[src/design/utf8v_pkg.sv]
// ----------------------------------------------------------------------------
// utf8v_pkg
// Shared widths, limits, register indexes and types for the UTF-8 validator.
// ----------------------------------------------------------------------------
package utf8v_pkg;

    localparam int ByteW   = 8;
    localparam int CountW  = 13;
    localparam int CfgIdxW = 2;
    localparam int CfgDatW = 13;

    localparam logic [CountW-1:0] MaxCharsReset = 13'd160;
    localparam logic [CountW-1:0] MaxBytesReset = 13'd640;

    // Configuration register indexes
    typedef enum logic [CfgIdxW-1:0] {
        REG_MAX_CHARS = 2'd0,
        REG_MAX_BYTES = 2'd1
    } reg_idx_t;

    // Limits handed from the register block to the checker
    typedef struct packed {
        logic [CountW-1:0] max_chars;
        logic [CountW-1:0] max_bytes;
    } limits_t;

endpackage

[src/design/utf8v_if.sv]
// ----------------------------------------------------------------------------
// utf8v interfaces
// Valid/ready channels: input bytes, result flag and configuration writes.
// ----------------------------------------------------------------------------
interface utf8v_byte_if;
    logic                      valid;
    logic                      ready;
    logic [utf8v_pkg::ByteW-1:0] text_byte;

    modport source (output valid, output text_byte, input ready);
    modport sink   (input valid, input text_byte, output ready);
endinterface

interface utf8v_res_if;
    logic valid;
    logic ready;
    logic text_ok;

    modport source (output valid, output text_ok, input ready);
    modport sink   (input valid, input text_ok, output ready);
endinterface

interface utf8v_cfg_if;
    logic                          valid;
    logic                          ready;
    logic [utf8v_pkg::CfgIdxW-1:0] index;
    logic [utf8v_pkg::CfgDatW-1:0] data;

    modport source (output valid, output index, output data, input ready);
    modport sink   (input valid, input index, input data, output ready);
endinterface

[src/design/utf8v_cfg_regs.sv]
// ----------------------------------------------------------------------------
// utf8v_cfg_regs
// Character and byte limit registers, written over the config channel.
// ----------------------------------------------------------------------------
module utf8v_cfg_regs (
    input  logic                 clk,
    input  logic                 rst_n,
    utf8v_cfg_if.sink            cfg,
    output utf8v_pkg::limits_t   limits
);
    import utf8v_pkg::*;

    limits_t limits_reg;
    limits_t limits_next;

    assign cfg.ready = 1'b1;
    assign limits    = limits_reg;

    always_comb
    begin
        limits_next = limits_reg;
        if (cfg.valid)
        begin
            unique case (cfg.index)
                REG_MAX_CHARS: limits_next.max_chars = cfg.data;
                REG_MAX_BYTES: limits_next.max_bytes = cfg.data;
                default:       limits_next = limits_reg; // unused index
            endcase
        end
    end

    always_ff @(posedge clk or negedge rst_n)
    begin
        if (!rst_n)
        begin
            limits_reg.max_chars <= MaxCharsReset;
            limits_reg.max_bytes <= MaxBytesReset;
        end
        else
        begin
            limits_reg <= limits_next;
        end
    end

endmodule

[src/design/utf8v_in_stage.sv]
// ----------------------------------------------------------------------------
// utf8v_in_stage
// Input register for the byte stream; refills in the cycle it drains.
// ----------------------------------------------------------------------------
module utf8v_in_stage (
    input  logic                        clk,
    input  logic                        rst_n,
    utf8v_byte_if.sink                  text_in,
    input  logic                        take,
    output logic                        held_valid,
    output logic [utf8v_pkg::ByteW-1:0] held_byte
);
    import utf8v_pkg::*;

    logic             valid_reg;
    logic [ByteW-1:0] byte_reg;

    assign text_in.ready = !valid_reg || take;
    assign held_valid    = valid_reg;
    assign held_byte     = byte_reg;

    always_ff @(posedge clk or negedge rst_n)
    begin
        if (!rst_n)
        begin
            valid_reg <= 1'b0;
        end
        else if (text_in.ready)
        begin
            valid_reg <= text_in.valid;
        end
    end

    always_ff @(posedge clk)
    begin
        if (text_in.ready && text_in.valid)
        begin
            byte_reg <= text_in.text_byte;
        end
    end

endmodule

[src/design/utf8v_core.sv]
// ----------------------------------------------------------------------------
// utf8v_core
// Per-string decode state, UTF-8 checks and the registered result flag.
// ----------------------------------------------------------------------------
module utf8v_core (
    input  logic                        clk,
    input  logic                        rst_n,
    input  logic                        held_valid,
    input  logic [utf8v_pkg::ByteW-1:0] held_byte,
    input  utf8v_pkg::limits_t          limits,
    output logic                        take,
    utf8v_res_if.source                 result
);
    import utf8v_pkg::*;

    logic [CountW-1:0] bytes_reg,   bytes_next;
    logic [CountW-1:0] chars_reg,   chars_next;
    logic [1:0]        pending_reg, pending_next;
    logic [2:0]        len_reg,     len_next;
    logic [20:0]       acc_reg,     acc_next;
    logic              failed_reg,  failed_next;
    logic              out_valid_reg, out_valid_next;
    logic              out_ok_reg,    out_ok_next;

    logic              is_term;

    function automatic logic cp_bad(input logic [20:0] cp, input logic [2:0] len);
        logic bad;
        bad = 1'b0;
        if (len == 3'd2 && cp < 21'h80)    bad = 1'b1;
        if (len == 3'd3 && cp < 21'h800)   bad = 1'b1;
        if (len == 3'd4 && cp < 21'h10000) bad = 1'b1;
        if (cp > 21'h10ffff)               bad = 1'b1;
        if (cp >= 21'hd800 && cp <= 21'hdfff) bad = 1'b1;
        if (cp < 21'h20)                   bad = 1'b1;
        if (cp >= 21'h7f && cp <= 21'h9f)  bad = 1'b1;
        return bad;
    endfunction

    assign is_term = (held_byte == '0);
    // terminator needs the result register free, other bytes always go
    assign take    = held_valid && (!is_term || !out_valid_reg || result.ready);

    assign result.valid   = out_valid_reg;
    assign result.text_ok = out_ok_reg;

    always_comb
    begin
        logic [CountW:0] bsum;
        logic [CountW:0] csum;
        logic            finish;
        logic [20:0]     fin_cp;
        logic [2:0]      fin_len;

        bytes_next     = bytes_reg;
        chars_next     = chars_reg;
        pending_next   = pending_reg;
        len_next       = len_reg;
        acc_next       = acc_reg;
        failed_next    = failed_reg;
        out_valid_next = out_valid_reg && !result.ready;
        out_ok_next    = out_ok_reg;
        finish         = 1'b0;
        fin_cp         = acc_reg;
        fin_len        = len_reg;
        bsum           = {1'b0, bytes_reg} + 1'b1;
        csum           = {1'b0, chars_reg} + 1'b1;

        if (take)
        begin
            if (is_term)
            begin
                out_valid_next = 1'b1;
                out_ok_next    = !failed_reg && (bytes_reg != '0) && (pending_reg == 2'd0);
                bytes_next     = '0;
                chars_next     = '0;
                pending_next   = 2'd0;
                len_next       = 3'd0;
                acc_next       = '0;
                failed_next    = 1'b0;
            end
            else if (!failed_reg)
            begin
                bytes_next = bsum[CountW] ? {CountW{1'b1}} : bsum[CountW-1:0];
                if (bsum > {1'b0, limits.max_bytes})
                begin
                    failed_next = 1'b1;
                end
                else if (pending_reg != 2'd0)
                begin
                    if (held_byte[7:6] != 2'b10)
                    begin
                        failed_next = 1'b1;
                    end
                    else
                    begin
                        acc_next     = {acc_reg[14:0], held_byte[5:0]};
                        pending_next = pending_reg - 2'd1;
                        finish       = (pending_reg == 2'd1);
                        fin_cp       = {acc_reg[14:0], held_byte[5:0]};
                        fin_len      = len_reg;
                    end
                end
                else
                begin
                    priority if (held_byte < 8'h80)
                    begin
                        acc_next = {13'd0, held_byte};
                        len_next = 3'd1;
                        finish   = 1'b1;
                        fin_cp   = {13'd0, held_byte};
                        fin_len  = 3'd1;
                    end
                    else if (held_byte >= 8'hc2 && held_byte <= 8'hdf)
                    begin
                        acc_next     = {16'd0, held_byte[4:0]};
                        len_next     = 3'd2;
                        pending_next = 2'd1;
                    end
                    else if (held_byte >= 8'he0 && held_byte <= 8'hef)
                    begin
                        acc_next     = {17'd0, held_byte[3:0]};
                        len_next     = 3'd3;
                        pending_next = 2'd2;
                    end
                    else if (held_byte >= 8'hf0 && held_byte <= 8'hf4)
                    begin
                        acc_next     = {18'd0, held_byte[2:0]};
                        len_next     = 3'd4;
                        pending_next = 2'd3;
                    end
                    else
                    begin
                        failed_next = 1'b1;
                    end
                end

                // completed character: code point checks, then char limit
                if (finish)
                begin
                    if (cp_bad(fin_cp, fin_len))
                    begin
                        failed_next = 1'b1;
                    end
                    else
                    begin
                        if (csum > {1'b0, limits.max_chars})
                        begin
                            failed_next = 1'b1;
                        end
                        chars_next = csum[CountW] ? {CountW{1'b1}} : csum[CountW-1:0];
                        len_next   = 3'd0;
                        acc_next   = '0;
                    end
                end
            end
        end
    end

    always_ff @(posedge clk or negedge rst_n)
    begin
        if (!rst_n)
        begin
            bytes_reg     <= '0;
            chars_reg     <= '0;
            pending_reg   <= 2'd0;
            len_reg       <= 3'd0;
            acc_reg       <= '0;
            failed_reg    <= 1'b0;
            out_valid_reg <= 1'b0;
        end
        else
        begin
            bytes_reg     <= bytes_next;
            chars_reg     <= chars_next;
            pending_reg   <= pending_next;
            len_reg       <= len_next;
            acc_reg       <= acc_next;
            failed_reg    <= failed_next;
            out_valid_reg <= out_valid_next;
        end
    end

    always_ff @(posedge clk)
    begin
        out_ok_reg <= out_ok_next;
    end

endmodule

[src/design/utf8_text_validator.sv]
// ----------------------------------------------------------------------------
// utf8_text_validator
// Byte-stream UTF-8 string checker with character and byte limits.
// ----------------------------------------------------------------------------
// Usage:
//   text_in : one string byte per transaction; a zero byte terminates the
//             string. Bytes before the terminator produce no result.
//   result  : one transaction per terminator, text_ok = 1 if the string was
//             non-empty, well-formed UTF-8, free of controls, surrogates and
//             overlong forms, within both limits and not cut mid-sequence.
//   cfg     : index 0 = max_chars, index 1 = max_bytes; other indexes are
//             ignored. Write only while no string is in flight.
// Throughput: one byte per cycle, unless a terminator waits for the result
//   register. The per-byte decode is a single layer of logic between the
//   input register and the state/result registers. A terminator passes the
//   input register, then the result register, before result.valid rises.
// Stall: while the result waits on result.ready, ordinary bytes of the next
//   string keep flowing; a second terminator holds in the input register,
//   and text_in.ready drops only then.
// Reset: limits return to 160 characters / 640 bytes, string state clears,
//   no result pending. No clearing pass is needed.
// ----------------------------------------------------------------------------
module utf8_text_validator (
    input  logic         clk,
    input  logic         rst_n,
    utf8v_byte_if.sink   text_in,
    utf8v_res_if.source  result,
    utf8v_cfg_if.sink    cfg
);
    import utf8v_pkg::*;

    limits_t          limits;
    logic             take;
    logic             held_valid;
    logic [ByteW-1:0] held_byte;

    // limit registers
    utf8v_cfg_regs u_cfg_regs (
        .clk    (clk),
        .rst_n  (rst_n),
        .cfg    (cfg),
        .limits (limits)
    );

    // input register; accepts a new byte whenever it is empty or the core drains it
    utf8v_in_stage u_in_stage (
        .clk        (clk),
        .rst_n      (rst_n),
        .text_in    (text_in),
        .take       (take),
        .held_valid (held_valid),
        .held_byte  (held_byte)
    );

    // decode, checks, sticky error and result register
    utf8v_core u_core (
        .clk        (clk),
        .rst_n      (rst_n),
        .held_valid (held_valid),
        .held_byte  (held_byte),
        .limits     (limits),
        .take       (take),
        .result     (result)
    );

endmodule

[src/flat_wrapper.sv]
// flat-port wrapper written by rule: the top's interface ports become plain ports
module utf8_text_validator_flat import utf8v_pkg::*;
  (clk, rst_n, text_in_valid, text_in_text_byte, text_in_ready, result_valid, result_text_ok, result_ready, cfg_valid, cfg_index, cfg_data, cfg_ready);
  utf8v_byte_if text_in_i ();
  utf8v_res_if result_i ();
  utf8v_cfg_if cfg_i ();
  input  logic clk;
  input  logic rst_n;
  input wire logic [$bits(text_in_i.valid)-1:0] text_in_valid;
  input wire logic [$bits(text_in_i.text_byte)-1:0] text_in_text_byte;
  output wire logic [$bits(text_in_i.ready)-1:0] text_in_ready;
  output wire logic [$bits(result_i.valid)-1:0] result_valid;
  output wire logic [$bits(result_i.text_ok)-1:0] result_text_ok;
  input wire logic [$bits(result_i.ready)-1:0] result_ready;
  input wire logic [$bits(cfg_i.valid)-1:0] cfg_valid;
  input wire logic [$bits(cfg_i.index)-1:0] cfg_index;
  input wire logic [$bits(cfg_i.data)-1:0] cfg_data;
  output wire logic [$bits(cfg_i.ready)-1:0] cfg_ready;
  assign text_in_i.valid = text_in_valid;
  assign text_in_i.text_byte = text_in_text_byte;
  assign text_in_ready = text_in_i.ready;
  assign result_valid = result_i.valid;
  assign result_text_ok = result_i.text_ok;
  assign result_i.ready = result_ready;
  assign cfg_i.valid = cfg_valid;
  assign cfg_i.index = cfg_index;
  assign cfg_i.data = cfg_data;
  assign cfg_ready = cfg_i.ready;
  utf8_text_validator u_core (.clk(clk), .rst_n(rst_n), .text_in(text_in_i), .result(result_i), .cfg(cfg_i));
endmodule
[config.mk]
export PLATFORM = sky130hd
export DESIGN_NAME = utf8_text_validator_flat
export DESIGN_NICKNAME = d
export VERILOG_FILES = /design/src/design/utf8v_pkg.sv /design/src/design/utf8v_if.sv /design/src/design/utf8v_cfg_regs.sv /design/src/design/utf8v_in_stage.sv /design/src/design/utf8v_core.sv /design/src/design/utf8_text_validator.sv /design/src/flat_wrapper.sv
export SDC_FILE = /design/constraint.sdc
export NUM_CORES = 1
export LEC_CHECK = 0
export ABC_CLOCK_PERIOD_IN_PS = 12500
export BUFFER_PORTS_ARGS = -buffer_cell sky130_fd_sc_hd__buf_2
export CAP_MARGIN = 20
export CORE_MARGIN = 3
export CORE_UTILIZATION = 35
export CTS_CLUSTER_DIAMETER = 30
export DETAILED_ROUTE_END_ITERATION = 10
export PLACE_DENSITY = 0.56
export SLEW_MARGIN = 5
export SYNTH_ARGS = -nofsm -noshare
export SYNTH_HDL_FRONTEND = slang
export SYNTH_SLANG_ARGS = --single-unit
[constraint.sdc]
create_clock -name clk -period 12.5 [get_ports clk]
set_clock_uncertainty 0.05 [all_clocks]
set_input_delay 1.25 -clock clk [delete_from_list [all_inputs] [get_ports clk]]
set_output_delay 1.25 -clock clk [all_outputs]
set_load 0.01 [all_outputs]
# --- Yosys cells after proc, flatten, opt, wreduce, memory -nomap -nowiden ---
# Cells that the tools add are included.
totals:
  ff_bits: 90
  out_inout_bits: 4
  word_cells: 160
classes:
  n_addsub: 3
  order_cmp: 18
  n_eq_ne: 11
  muxes: 82
  reduce_logical: 34
ops:
  columns: ["cell", "n"]
  rows:
  - ["$mux W21", 17]
  - ["$mux W13", 8]
  - ["$mux W3", 16]
  - ["$mux W1", 32]
  - ["$add A13 B1 Y14 const B", 2]
  - ["$gt A14 B13 Y1", 2]
  - ["$ge A8 B8 Y1 const B", 3]
  - ["$le A8 B8 Y1 const B", 3]
  - ["$ge A21 B16 Y1 const B", 1]
  - ["$ge A21 B7 Y1 const B", 1]
  - ["$gt A21 B21 Y1 const B", 1]
  - ["$le A21 B16 Y1 const B", 1]
  - ["$le A21 B8 Y1 const B", 1]
  - ["$lt A21 B12 Y1 const B", 1]
  - ["$lt A21 B17 Y1 const B", 1]
  - ["$lt A21 B6 Y1 const B", 1]
  - ["$lt A21 B8 Y1 const B", 1]
  - ["$mux W2", 9]
  - ["$logic_and A1 B1 Y1", 13]
  - ["$reduce_bool A13 Y1", 1]
  - ["$logic_not A8 Y1", 1]
  - ["$lt A8 B8 Y1 const B", 1]
  - ["$reduce_and A2 Y1", 4]
  - ["$eq A3 B2 Y1 const B", 2]
  - ["13 further kinds", 25]

# --- Depth between registers and ports, before layout ---
depth:
  ltp_word: 24
  depth_mapped: 19

# --- Modules after synthesis ---
# From an unflattened synthesis, not the netlist that was laid out.
hier_totals:
  cells_unflattened: 585
  hier_area_um2: 5749.3
modules_own_cells:
  columns: ["module", "n_inst", "cells_per_inst", "area_each_um2", "seq_area_each_um2"]
  rows:
  - ["utf8v_core", 1, 515, 4434.3, 1381.3]
  - ["utf8v_cfg_regs", 1, 58, 1021.0, 655.6]
  - ["utf8v_in_stage", 1, 12, 294.0, 265.3]

# --- Worst setup path before layout ---
# Ideal clock, no wire load.
synth_path:
  path_kind: "register to register"
  startpoint: "reg u_core.u_core.bytes_reg[0]"
  endpoint: "reg u_core.u_core.acc_reg[10]"
  setup_ns: 0.067
  t_arrival_ns: 4.445
  path_slack_ns: 7.938
  path_stages_with_launch: 19
  n_path_buf: 1
  synth_period_minus_slack_ns: 4.562
  cell_sequence: "dfrtp_1 ha_1 and3_1 clkbuf_1 and3_1 nand4_1 xnor2_1 ha_1 nand3_1 or3_4 nand2b_4 a32o_1 a2111oi_4 o221ai_1 or4_4 a21oi_4 o21ai_4 nor3_4 a22o_1"
synth_between:
  elab_chain_cells: 23
  word_cells_on_any_way: 47
synth_rtl:
  columns: ["item", "line_no", "text"]
  rows:
  - ["from (decl)", "utf8v_core.sv:16", "logic [CountW-1:0] bytes_reg, bytes_next;"]
  - ["from (signal assigned)", "utf8v_core.sv:174", "bytes_reg <= bytes_next;"]
  - ["$add A13 B1 Y14 (*)", "utf8v_core.sv:66", "bsum = {1'b0, bytes_reg} + 1'b1;"]
  - ["$gt A14 B13 Y1 (*)", "utf8v_core.sv:85", "if (bsum > {1'b0, limits.max_bytes})"]
  - ["$mux W21 / $mux W3 (equally long branches)", "utf8v_core.sv:85", null]
  - ["$mux W21 / $mux W3 (equally long branches)", "utf8v_core.sv:82", "else if (!failed_reg)"]
  - ["$mux W21 / $mux W3 (equally long branches)", "utf8v_core.sv:71", "if (is_term)"]
  - ["$mux W21 / $mux W3 (equally long branches)", "utf8v_core.sv:69", "if (take)"]
  - ["$lt A21 B8 Y1 / $eq A3 B2 Y1 (equally long branches)", "utf8v_core.sv:30", "if (len == 3'd2 && cp < 21'h80) bad = 1'b1;"]
  - ["$logic_and A1 B1 Y1", "utf8v_core.sv:30", null]
  - ["[7 not listed]", null, null]
  - ["$mux W1", "utf8v_core.sv:139", "if (finish)"]
  - ["$mux W1", "utf8v_core.sv:82", null]
  - ["$mux W1", "utf8v_core.sv:71", null]
  - ["$mux W1", "utf8v_core.sv:69", null]
  - ["$mux W21", "utf8v_core.sv:141", "if (cp_bad(fin_cp, fin_len))"]
  - ["$mux W21 (*)", "utf8v_core.sv:139", null]
  - ["$mux W21 (*)", "utf8v_core.sv:82", null]
  - ["$mux W21 (*)", "utf8v_core.sv:71", null]
  - ["to (signal assigned)", "utf8v_core.sv:178", "acc_reg <= acc_next;"]
  - ["to (decl)", "utf8v_core.sv:20", "logic [20:0] acc_reg, acc_next;"]
# Every way passes the cells marked *; elsewhere a longest branch is shown, timed or not. The select of a mux whose other input is x is not followed.
# A chain may end at the register's enable or synchronous reset.

# --- Worst setup path after layout ---
layout_path:
  startpoint: "reg u_core.u_core.bytes_reg[0]"
  endpoint: "reg u_core.u_core.acc_reg[11]"
# The elaborated chain is that of the path after synthesis.

==> qor.csv <==
metric,value,unit
status,"complete, no violations",
clock sink total,90,
Netlist cell types,86,
highest clock rate,195.4,MHz
Rows,46,
Syn. warnings,0,
final setup vio count,0,
Setup crit start kind,flop,
RR Endpoint,u_core.u_core.acc_reg[11],
pwr/cell area,149.4,mW/mm^2
Lkg Pwr,0.002702,uW
Post-synth top cells,"dfrtp_1 (77), nand2_1 (66), o21ai_0 (44)",
fin nets,704,
Worst Hold Class,flop to flop,
vias in the first global route,4884,
required time of the critical path,12.73,ns
Longest Clk Path Bufs,2,
initial drt markers,359,
Clock Pin Slew Worst Setup and Hold Paths,0.07,ns
IO buf count,30,
Clock Latency Late Sink,0.35,ns
Setup Buffers After CTS,0,
register area share after synthesis,39.69,%
Synth Register Bits,90,
Inserted Diodes,0,
Hold Fails Final Rpt,0,
Syn Nets,688,
routability cong.,0.9188,
final hold slack,0.4509,ns
Overall Power,954.1,uW
crit path to,u_core.u_core.acc_reg[11],
IO Pins,32,
Post-synth top flop,dfrtp_1,
Yosys top cell by area,dfrtp_1,
Routed Antenna Nets,0,
syn_area_per_cell,9.193,sq um
CTS tree,yes,
HPWL Detailed,11050,um
"Core Util, Final",39.78,%
post-synth top area share,33.22,%
Slew @ Worst Pin,1.115,ns
worst r2r src,u_core.u_core.bytes_reg[0],
register area,0.002302,sq mm
Pre-Repair DR Iteration Count,5,
Max-slew headroom,25.06,%
Largest register FFs,26,
RSZ-0062 raised after global routing,false,
CORE AREA,0.01606,sq mm
Worst VDD drop,72.36,uV
total track usage,17.31,%
fin crit share,40.93,%
R2R setup slack,7.38,ns
CP endpoint kind,flop,
gr ovfl total,0,
Reg2Reg Depth,17,
fin. max-slew vios,0,
most numerous cell in the Yosys netlist,dfrtp_1,
Die Ht,134.7,um
vias per inst,5.641,
PostCTS Resize Cnt,0,
starting density of the core,36.12,%
die area,0.01815,sq mm
crit path kind,flop to flop,
"EDFF count, synth",9,
area of the multi-input gates,0.003178,sq mm
area grow syn2layout,10.12,%
DRT Wirelength,15220,um
fraction of layout cells with a size suffix above 1,15.18,%
root buffer cell,clkbuf_16,
synthesized netlist cell count,631,
TritonCTS buffer count,9,
Die W,134.7,um
max_cap viols,0,
crit path max fanout,16,
initial antenna violation count,0,
# hold bufs at CTS,0,
post-synthesis async set-or-reset flop share,90.00,%
CP arrival,5.35,ns
wire length per cell,17.53,um
crit path from,u_core.u_core.bytes_reg[0],
most area-consuming cells after synthesis,"dfrtp_1 (33%), ha_1 (6.3%), edfxtp_1 (4.7%), nand2_1 (4.3%), o21ai_0 (3.8%)",
filler instances,1596,
minimum clock period,5.117,ns
H-tree Lvls,3,
pin count of the biggest net entering global routing,82,
Fin Setup TNS,0,ns
routed via count,4896,
netlist area before placement,0.005801,sq mm
DRC violations left,0,
global-route wire length before repair,25180,um
## power breakdown
group / total [uW] / switching (uW) / internal (uW) / leakage [uW]
clock: 265 / 118 / 147 / 0.000140
sequential: 355 / 29.3 / 325 / 0.00100
combinational: 335 / 203 / 132 / 0.00156
total: 954 / 350 / 604 / 0.00270
## area by class of cell
cell class,count,area share [%]
repair buffers,35,3.291
flip-flops and latches,90,36.04
clock inverters,3,0.3722
multi-input cells,473,49.76
well taps,216,4.231
inverters,38,2.233
clock buffers,13,4.074
## metrics by stage
step	setup WS [ns]	cell area [sq um]	std cells
after floorplan	7.938	5801	631
final	7.383	6387	868
after global routing	7.038	6387	868
after detailed placement	7.486	6076	851
after global placement	7.666	6076	851
after CTS	7.428	6360	867
## cell families after synthesis
logic type	share of synthesized area (%)
and+or+nand+nor	19.76
AOI/OAI and AO/OA	21.59
DFF	39.69
buffers and inverters	5.716
adders and majority gates	6.255
xor gates and xnor gates	3.473
muxes	3.451
other	0.06465
## worst min path at each step
stage,start,endpoint,slack [ns],cells after the start
floorplan,u_core.u_core.acc_reg[20],u_core.u_core.acc_reg[20],0.40,2
global placement,u_core.u_core.acc_reg[18],u_core.u_core.acc_reg[18],0.44,1
detailed placement,u_core.u_core.acc_reg[18],u_core.u_core.acc_reg[18],0.44,1
CTS,u_core.u_core.acc_reg[18],u_core.u_core.acc_reg[18],0.45,1
global route,u_core.u_cfg_regs.limits[8],u_core.u_cfg_regs.limits[8],0.48,1
finish,u_core.u_core.acc_reg[18],u_core.u_core.acc_reg[18],0.45,1
## worst max-delay path, stage by stage (launching register included)
cell	delay, ns
dfrtp_1	0.45
ha_1	0.26
and3_1	0.31
and3_1	0.21
nand4_1	0.12
xnor2_1	0.17
ha_1	0.31
nand3_1	0.09
or3_4	0.41
nand2b_4	0.17
a32o_1	0.24
a2111oi_4	0.41
o221ai_1	0.25
or4_4	0.60
a21oi_4	0.19
o21ai_4	0.19
nor3_4	0.39
a22o_1	0.21
## routing by layer
layer	track usage, %	wire length, um
met5	0	0
met4	7.240	315
met3	2.608	644
met2	28.13	7303
met1	23.11	6953
## placed cells by master, fill, tap and decap left out, types with 6 or more instances in the layout
cell type	instances
nor3_1	11
nor4_1	7
mux2_2	16
a22o_1	14
nor2b_1	8
o21a_1	9
nand4_1	8
a311oi_1	7
dfrtp_1	77
o21ai_0	44
edfxtp_1	9
nand2_1	66
o31ai_1	8
clkbuf_16	9
buf_2	29
a31oi_1	6
inv_1	38
xor2_1	11
ha_1	29
xnor2_1	12
nor2_1	39
o22ai_1	7
a21oi_1	38
nand3_1	30
and3_1	16
No activity file was read; power rests on OpenSTA's default activity.
